## src/akst_ram.sv

```systemverilog
// Generic single-write, single-read synchronous RAM with registered read data.
// Standalone; holds the stored entries of the slot table.
`timescale 1ns / 1ps

module akst_ram #(
	parameter int WIDTH = 8,
	parameter int DEPTH = 64
) (
	input  logic                                     clk,
	input  logic                                     we,
	input  logic [((DEPTH > 1) ? $clog2(DEPTH) : 1)-1:0] waddr,
	input  logic [WIDTH-1:0]                         wdata,
	input  logic                                     re,
	input  logic [((DEPTH > 1) ? $clog2(DEPTH) : 1)-1:0] raddr,
	output logic [WIDTH-1:0]                         rdata
);

	logic [WIDTH-1:0] mem_q [DEPTH];

	// Write port and registered read port.
	always_ff @(posedge clk) begin
		if (we) begin
			mem_q[waddr] <= wdata;
		end
		if (re) begin
			rdata <= mem_q[raddr];
		end
	end

endmodule

```

## config.mk

```make
export PLATFORM = sky130hd
export DESIGN_NAME = akst_ram
export DESIGN_NICKNAME = d
export VERILOG_FILES = /design/src/akst_ram.sv
export SDC_FILE = /design/constraint.sdc
export NUM_CORES = 1
export LEC_CHECK = 0
export BUFFER_PORTS_ARGS = -buffer_cell sky130_fd_sc_hd__buf_2
export CAP_MARGIN = 20
export CORE_UTILIZATION = 45
export DETAILED_ROUTE_END_ITERATION = 10
export SYNTH_ARGS = -nofsm -noshare
export SYNTH_HDL_FRONTEND = slang
export SYNTH_SLANG_ARGS = --single-unit
```

## constraint.sdc

```tcl
create_clock -name clk -period 5.1 [get_ports clk]
set_input_delay 1.275 -clock clk [delete_from_list [all_inputs] [get_ports clk]]
set_output_delay 1.275 -clock clk [all_outputs]
set_load 0.05 [all_outputs]
```

==> flow_summary.ini, run 1 <==
[drt]
wire_per_inst_um = 27.59
ant_nets = 0
num_vias = 9593
drtIter0Drc = 1176
route.detailed.drc = 0
viasPerCell = 5.900
firstDrtPassIters = 7
wl_mm = 44.86

[critical_path]
reg2reg_depth = 4
critPathSlowestCell = mux4_2
crit_fanout = 48
cp.required_ns = 5.43
r2r_end = rdata[3]
critical_path_class = input port to flop
critPathCaptureType = flop
r2r-start = mem_q[0][3]
cpLargestDelayFamily = multiplexers
rrSetupSlack_ns = 2.94
crit_path_start_kind = input port
crit_top_cell = mux4_2
path_cells = clkbuf_8 -> buf_4 -> mux4_2 -> mux4_2 -> o21ai_0 -> nand2_1
cpPeakStageDelay_ns = 0.52
critPathBufInv = 2
arrival_ns = 3.53

[cts]
cts_buffer_depth = 3
cts_sinks = 520
root_buffer = clkbuf_16
holdBufCountCts = 0
numCtsBuffers = 53
cts_resized = 0
post_cts_buffers = 0
cts_tree = done
clk_pin_slew_ns = 0.06
clk_latency_ns = 0.59
cts_htree_levels = 2

[timing]
worstMarginPinSlew_ns = 0.9966
slew_headroom_pct = 33.31
max_freq_ghz = 0.3126
hold_viol = 0
finalCritPeriodShare_pct = 62.73
rsz0062_at_grt = false
slew_viol_final = 0
fin_skew_ns = 0.01516
fin_setup_tns_ns = 0
setup_viol = 0
fin_hold_ws_ns = 0.9269
fin_crit_ns = 3.199

[finish]
finalNonFillerCells = 1626
nFillCells = 3474
multiInputGateArea_sq_um = 4325
nNetsFinal = 1017
final_common_cell = edfxtp_1
n_antenna_cell = 0
layout_common_cells = edfxtp_1, mux4_2, nor2_1, clkbuf_16, buf_2
syn_to_final_growth_pct = 12.58
drive_above_1_share_pct = 25.53
ff_latch_area_sq_um = 15620

[logic_synthesis]
ys_warn_count = 0
synthMuxAreaShare_pct = 15.88
synth_simple_gate_area_share_pct = 3.374
netlist_area_sq_um = 20250
synth_fp_nets = 963
synth_xor_area_share_pct = 0
ys_seq_area_share_pct = 77.12
postSynthAreaPerCell_sq_um = 21.54
ys_ff_latch = 520
synth-compound-area-share_pct = 2.064
ys_types = 39
synth_top_family_by_area = multiplexers
syn_inst = 940
synth_fa_ha_area_share_pct = 0

[worst_hold_path]
hold_depth = 3
hp-start = mem_q[26][4]
holdPathEnd = rdata[4]
hold_path.class = flop to flop

[die]
io_pins = 31
dieWidth_um = 214.1
core_sq_um = 44320
dieArea_sq_um = 45850
fp-row-count = 77
die_h_um = 214.1
initial_core_util_pct = 45.69

[global_routing]
grt_pass1_vias = 9591
grt_pass1_wl_mm = 66.32
grt_max_degree = 65
overflow = 0
antenna_found_initial = 6
grtUsageTotal_pct = 20.00

[power_and_ir_drop]
ir_worst_vdd_uv = 215.3
powerDensity_nw_per_um2 = 395.9
p_leak_uw = 0.007056
power_uw = 9025

[placed_design]
gp_congestion = 0.8382
dp_cells = 1528
dp_hpwl_mm = 26.70
io_buffers = 30

[outcome]
status = complete, no violations

[job]
cap_viol_max_count = 0
-- worst reg2reg max path: cells and delay by family (launching register included) --
| kind | cells | cell delay (ns) |
|---|---|---|
| multiplexers | 1 | 0.49 |
| flip-flops | 1 | 0.37 |
| AO/OA/AOI/OAI | 2 | 0.86 |
| AND/OR/NAND/NOR | 1 | 0.16 |
-- power by group --
part	leakage (uW)	internal [uW]	switching (uW)
sequential	0.00469	4740	12.0
clock	0.000836	2260	1560
combinational	0.00153	167	285
-- registers in the layout, summed over array words and instances, names as in the netlist --
register,flops
mem_q,512
rdata,8
-- Yosys cell counts, drive strengths merged --
| cell | number | area, sq um |
|---|---|---|
| buf | 34 | 252.7 |
| or3 | 1 | 6.260 |
| nand4b | 1 | 8.760 |
| nor2 | 83 | 311.6 |
| o22ai | 8 | 50.05 |
| o32ai | 2 | 17.52 |
| clkbuf | 17 | 63.81 |
| mux2 | 13 | 146.4 |
| nand3 | 13 | 65.06 |
| o2111ai | 3 | 26.28 |
| a2111oi | 2 | 17.52 |
| o311ai | 1 | 8.760 |
| o221a | 2 | 22.52 |
| mux2i | 23 | 230.2 |
| and2 | 1 | 6.260 |
| nor2b | 14 | 87.58 |
| a21oi | 3 | 15.01 |
| nand4 | 2 | 12.51 |
| a221oi | 6 | 52.55 |
| mux4 | 126 | 2838 |
| a31oi | 1 | 6.260 |
| nand3b | 3 | 22.52 |
| o21a | 2 | 15.01 |
| nor3 | 7 | 35.03 |
| a211oi | 4 | 30.03 |
| nand2 | 19 | 71.32 |
| o221ai | 8 | 70.07 |
| nor4 | 2 | 12.51 |
| o41ai | 2 | 17.52 |
| a22oi | 3 | 22.52 |
| nand2b | 7 | 43.79 |
| o21ai | 4 | 20.02 |
| edfxtp | 520 | 15610 |
| o2bb2ai | 3 | 26.28 |
-- how the worst max path moves through the flow --
stage | slack, ns | to | from | depth (start not counted)
after floorplan | 2.02 | rdata[3] | raddr[1] | 7
after global placement | 1.22 | rdata[3] | raddr[0] | 5
after detailed placement | 1.20 | rdata[7] | raddr[0] | 6
after CTS | 1.83 | rdata[7] | raddr[0] | 6
after global routing | 1.77 | rdata[7] | raddr[0] | 6
final | 1.90 | rdata[7] | raddr[0] | 6
-- per-layer routing --
metal,global-route usage [%],wire length (um)
met1,29.99,19740
met2,30.08,20820
met3,4.071,3345
met4,5.286,878
met5,0,74
-- cell families after synthesis --
logic type	after synthesis
multiplexers	162
flip-flops	520
AND/OR/NAND/NOR	153
AO/OA/AOI/OAI	54
buffers and inverters	51
-- through the flow --
stage	instance area, sq um	utilization (%)	setup slack (ns)
after global routing	22790	51.43	1.771
after floorplan	20250	-	2.019
after detailed placement	21020	47.44	1.204
after CTS	22730	51.28	1.834
after global placement	21000	47.39	1.219
final	22790	51.43	1.901
-- layout make-up --
| type | instances | share of cell area [%] |
|---|---|---|
| timing repair buffer | 50 | 1.795 |
| clock buffer | 65 | 6.203 |
| clock inverter | 30 | 1.273 |
| tap | 592 | 3.250 |
| sequential | 520 | 68.50 |
| multi-input combinational | 369 | 18.98 |
Power figures use the tool's default switching activity.
==> run 2, diff against run 1 <==
==> constraint.sdc (replaced) <==
create_clock -name clk -period 3.05 [get_ports clk]
set_input_delay 0.7625 -clock clk [delete_from_list [all_inputs] [get_ports clk]]
set_output_delay 0.7625 -clock clk [all_outputs]
set_load 0.05 [all_outputs]
==> run 2 against run 1 <==
  * Wire length increased by 0.78%
  * Total power increased by 62%
  * Non-clock buffer count increased by 98
  * Count of clock-buffer cells in the layout decreased by 6
  * First-iteration DRC count decreased by 8.1%
  * Die area unchanged
  * Cell area increased by 2.6%
  * Sequential power increased by 67%
==> flow_summary.ini, run 2 (synthesis results as in run 1) <==
[drt]
wire_per_inst_um = 26.31
viasPerCell = 5.779
num_vias = 9928
wl_mm = 45.21
drtIter0Drc = 1081
firstDrtPassIters = 5
ant_nets = 0
route.detailed.drc = 0

[timing]
fin_setup_tns_ns = 0
fin_crit_ns = 2.371
max_freq_ghz = 0.4218
finalCritPeriodShare_pct = 77.74
fin_hold_ws_ns = 0.4372
hold_viol = 0
fin_skew_ns = 0.01343
rsz0062_at_grt = false
setup_viol = 0
slew_headroom_pct = 46.59
worstMarginPinSlew_ns = 0.8011
slew_viol_final = 0

[outcome]
status = complete, no violations

[critical_path]
cpLargestDelayFamily = multiplexers
crit_fanout = 18
critPathBufInv = 2
reg2reg_depth = 5
crit_path_start_kind = input port
critical_path_class = input port to flop
cp.required_ns = 3.36
critPathSlowestCell = mux4_2
critPathCaptureType = flop
cpPeakStageDelay_ns = 0.51
path_cells = clkbuf_8 -> buf_12 -> mux4_2 -> mux2_2 -> o221a_2 -> nor3_1 -> o32ai_1
worst-path-stages = 7
arrival_ns = 2.68

[die]
initial_core_util_pct = 45.69
die_h_um = 214.1
io_pins = 31
core_sq_um = 44320
fp-row-count = 77
dieArea_sq_um = 45850
dieWidth_um = 214.1

[finish]
drive_above_1_share_pct = 31.79
top_register = mem_q
syn_to_final_growth_pct = 15.55
layout_common_cells = edfxtp_1, mux4_2, buf_4, nor2_1, clkbuf_16
n_antenna_cell = 0
final_common_cell = edfxtp_1
final_cell_area_sq_um = 23390
reg.largest.list = mem_q: 512 flops, rdata: 8 flops
nNetsFinal = 1113
largest_reg_flops = 512

[worst_hold_path]
hold_path.class = input port to flop
hold_depth = 1

[cts]
cts_buffer_depth = 3
cts_htree_levels = 2
numCtsBuffers = 51
root_buffer = clkbuf_16
post_cts_buffers = 0
cts_sinks = 520
cts_resized = 0
holdBufCountCts = 0
cts_tree = done
clk_latency_ns = 0.59
clk_pin_slew_ns = 0.06

[power_and_ir_drop]
clockPowerShare_pct = 40.0
p_leak_uw = 0.007504
switching_share_pct = 20.87
sequentialPowerShare_pct = 54.5
powerDensity_nw_per_um2 = 623.7
power_uw = 14590
comb_power_share_pct = 5.5
intPower_uw = 11550
power_switching_uw = 3045
ir_worst_vdd_uv = 358.9

[global_routing]
overflow = 0
grt_pass1_wl_mm = 67.61
grtUsageTotal_pct = 20.38
grt_max_degree = 65
antenna_found_initial = 6
grt_pass1_vias = 10140

[placed_design]
placedInstanceArea_sq_um = 21860
dp_hpwl_mm = 28.52
gp_congestion = 0.8127
io_buffers = 30

[job]
cap_viol_max_count = 0
run 2: changes by cell type in the layout (fill, tap and decap cells not counted):
cell        change
bufinv_16       -4
clkbuf_1        -4
buf_12          +5
buf_16          -1
clkbuf_16       -2
inv_6           -1
buf_4          +94
nor3_1          +2
clkinv_2        +4
clkinvlp_4      +2
nor3_2          -2
clkinv_4        -1
run 2: final timing paths:
check                                  start      endpoint  slack [ns]
worst max-delay path                raddr[0]      rdata[4]        0.68
worst min-delay path                wdata[5]  mem_q[51][5]        0.44
worst max register to register  mem_q[29][4]      rdata[4]        0.93
worst min register to register  mem_q[31][6]      rdata[6]        0.97
run 2: metal layers:
layer | wire, um | vias up | GRT usage, %
li1 | - | 4243 | -
met1 | 20010 | 5223 | 29.70
met2 | 20810 | 352 | 30.89
met3 | 2939 | 98 | 3.915
met4 | 1380 | 12 | 7.310
met5 | 71 | - | 0
run 2: power by group through the flow:
stage | sequential, uW | combinational, uW | clock, uW
CTS | 7950 | 818 | 5950
global placement | 8100 | 810 | 0
detailed placement | 8100 | 816 | 0
floorplan | 8120 | 422 | 0
global route | 7950 | 862 | 6210
finish | 7950 | 809 | 5830
run 2: final cells by class:
class / count / area, sq um
sequential: 520 / 15620
timing repair buffer: 148 / 1187
tap: 592 / 740.7
multi-input combinational: 369 / 4315
clock inverter: 30 / 187.7
clock buffer: 59 / 1349
fill: 3411 / 20920
run 2: through the flow:
stage / util, % / setup slack (ns) / instances
finish: 52.79 / 0.6791 / 1718
CTS: 52.79 / 0.6744 / 1718
floorplan: - / 0.4812 / 940
global route: 52.79 / 0.6072 / 1718
global placement: 49.32 / 0.09593 / 1629
detailed placement: 49.32 / 0.06561 / 1629
run 2: worst reg2reg max path, cell delays in order, from the launching register on:
cell and delay (ns):
edfxtp_1 0.36, mux4_2 0.46, mux2_2 0.29, o221a_2 0.28
nor3_1 0.31, o32ai_1 0.15
==> run 3, diff against run 2 <==
==> constraint.sdc (replaced) <==
create_clock -name clk -period 2.1 [get_ports clk]
set_input_delay 0.525 -clock clk [delete_from_list [all_inputs] [get_ports clk]]
set_output_delay 0.525 -clock clk [all_outputs]
set_load 0.05 [all_outputs]
==> run 3 against run 2 <==
  * Die area unchanged
  * First-iteration DRC count down 19%
  * Non-clock buffer count increased by 42
  * Register-to-register slack got worse by 0.85 ns
  * Total power rose by 46%
  * Clock power increased by 45%
  * Critical endpoint is now rdata[2]
  * Largest power group unchanged
==> flow_summary.ini, run 3 (synthesis results as in run 1) <==
[drt]
wire_per_inst_um = 26.13
drtIter0Drc = 877
num_vias = 9986
ant_nets = 0
viasPerCell = 5.687
firstDrtPassIters = 5
wl_mm = 45.89
route.detailed.drc = 0

[critical_path]
crit_fanout = 19
critPathCaptureType = flop
crit_path_start_kind = input port
cpPeakStageDelay_ns = 0.53
crit_top_cell = mux4_2
critical_path_class = input port to flop
path_cells = clkbuf_16 -> buf_4 -> mux4_2 -> mux4_2 -> nor2_1 -> nor3_1 -> o2bb2ai_1
cp.required_ns = 2.42
r2r-start = mem_q[21][4]
arrival_ns = 2.39
critPathSlowestCell = mux4_2
rrSetupSlack_ns = 0.08
crit_start = raddr[0]
r2r_end = rdata[4]
reg2reg_depth = 5

[cts]
root_buffer = clkbuf_16
clk_latency_ns = 0.58
cts_htree_levels = 2
cts_buffer_depth = 3
numCtsBuffers = 52
cts_sinks = 520
holdBufCountCts = 0
cts_tree = done
clk_pin_slew_ns = 0.06

[finish]
drive_above_1_share_pct = 34.22
largest_reg_flops = 512
nNetsFinal = 1156
top_register = mem_q
layout_common_cells = edfxtp_1, buf_4, mux4_2, nor2_1, clkbuf_16
final_cell_area_sq_um = 23810
syn_to_final_growth_pct = 17.61
finalNonFillerCells = 1756
final_util_pct = 53.73
reg.largest.list = mem_q: 512 flops, rdata: 8 flops
final_common_cell = edfxtp_1

[worst_hold_path]
hold_path.class = input port to flop
hp-start = re
hold_depth = 1
holdPathEnd = rdata[3]

[placed_design]
gp_congestion = 0.8111
io_buffers = 30
placedInstanceArea_sq_um = 22220
dp_hpwl_mm = 29.08
dp_cells = 1669

[global_routing]
overflow = 0
grtUsageTotal_pct = 20.41
grt_pass1_wl_mm = 67.76
grt_max_degree = 65
antenna_found_initial = 3
grt_pass1_vias = 10060

[timing]
worstMarginPinSlew_ns = 0.7407
slew_viol_final = 0
fin_skew_ns = 0.01605
max_freq_ghz = 0.4839
fin_crit_ns = 2.067
slew_headroom_pct = 50.62
finalCritPeriodShare_pct = 98.41
rsz0062_at_grt = false
setup_viol = 0
hold_viol = 0
fin_hold_ws_ns = 0.3154

[power_and_ir_drop]
clockPowerShare_pct = 39.8
comb_power_share_pct = 5.9
ir_worst_vdd_uv = 532.3
p_leak_uw = 0.007730
intPower_uw = 16820
power_uw = 21230
power_switching_uw = 4414
switching_share_pct = 20.79
powerDensity_nw_per_um2 = 891.7
sequentialPowerShare_pct = 54.4

[die]
fp-row-count = 77
dieWidth_um = 214.1
core_sq_um = 44320
initial_core_util_pct = 45.69
dieArea_sq_um = 45850
io_pins = 31
die_h_um = 214.1

[job]
cap_viol_max_count = 0

[outcome]
status = complete, no violations
-- run 3: cell count changes in the layout (fill, tap and decap cells not counted), sizes merged --
cell,delta
clkbuf,+3
buf,+42
diode,+1
clkinv,-7
clkinvlp,-1
-- run 3: through the flow --
step / TNS, ns / setup slack, ns
floorplan: -0.8411 / -0.1103
finish: 0 / 0.03347
CTS: 0 / 0.01423
detailed placement: -4.850 / -0.6839
global placement: -4.675 / -0.6593
global route: 0 / 0.005821
-- run 3: critical path: cells and delay by family --
| family | cells | cell delay, ns |
|---|---|---|
| buf+inv | 2 | 0.41 |
| simple gates | 2 | 0.28 |
| compound gates | 1 | 0.15 |
| mux | 2 | 1.01 |
-- run 3: per-layer routing --
| layer | global-route usage (%) | wire length, um | share of wire, % |
|---|---|---|---|
| met5 | 0 | 29 | 0.063 |
| met4 | 7.024 | 1331 | 2.9 |
| met3 | 3.546 | 3168 | 6.9 |
| met2 | 31.10 | 21380 | 47 |
| met1 | 29.97 | 19980 | 44 |
-- run 3: area by class of cell --
| type | count | area, sq um |
|---|---|---|
| antenna | 1 | 2.502 |
| clock buffer | 62 | 1360 |
| clock inverter | 22 | 147.6 |
| fill | 3453 | 20510 |
| multi-input combinational | 369 | 4344 |
| sequential | 520 | 15620 |
| tap | 592 | 740.7 |
| timing repair buffer | 190 | 1602 |
-- run 3: how the worst max path moves through the flow --
stage / to / slack (ns) / cells past startpoint
floorplan: rdata[7] / -0.11 / 7
global placement: rdata[2] / -0.66 / 7
detailed placement: rdata[2] / -0.68 / 7
CTS: rdata[6] / 0.01 / 5
global route: rdata[4] / 0.006 / 5
finish: rdata[2] / 0.03 / 7
-- run 3: power groups by stage --
stage / clock, uW / combinational, uW / sequential (uW)
2_1_floorplan: 0 / 620 / 11800
3_3_place_gp: 0 / 1220 / 11800
3_5_place_dp: 0 / 1240 / 11800
4_1_cts: 8610 / 1240 / 11500
5_1_grt: 9000 / 1330 / 11500
6_report: 8440 / 1240 / 11500
-- run 3: repair_timing --
action                     4_1_cts  5_1_grt
setup endpoints to repair        4        3
setup buffers                    0        0
gates resized for setup          2        4
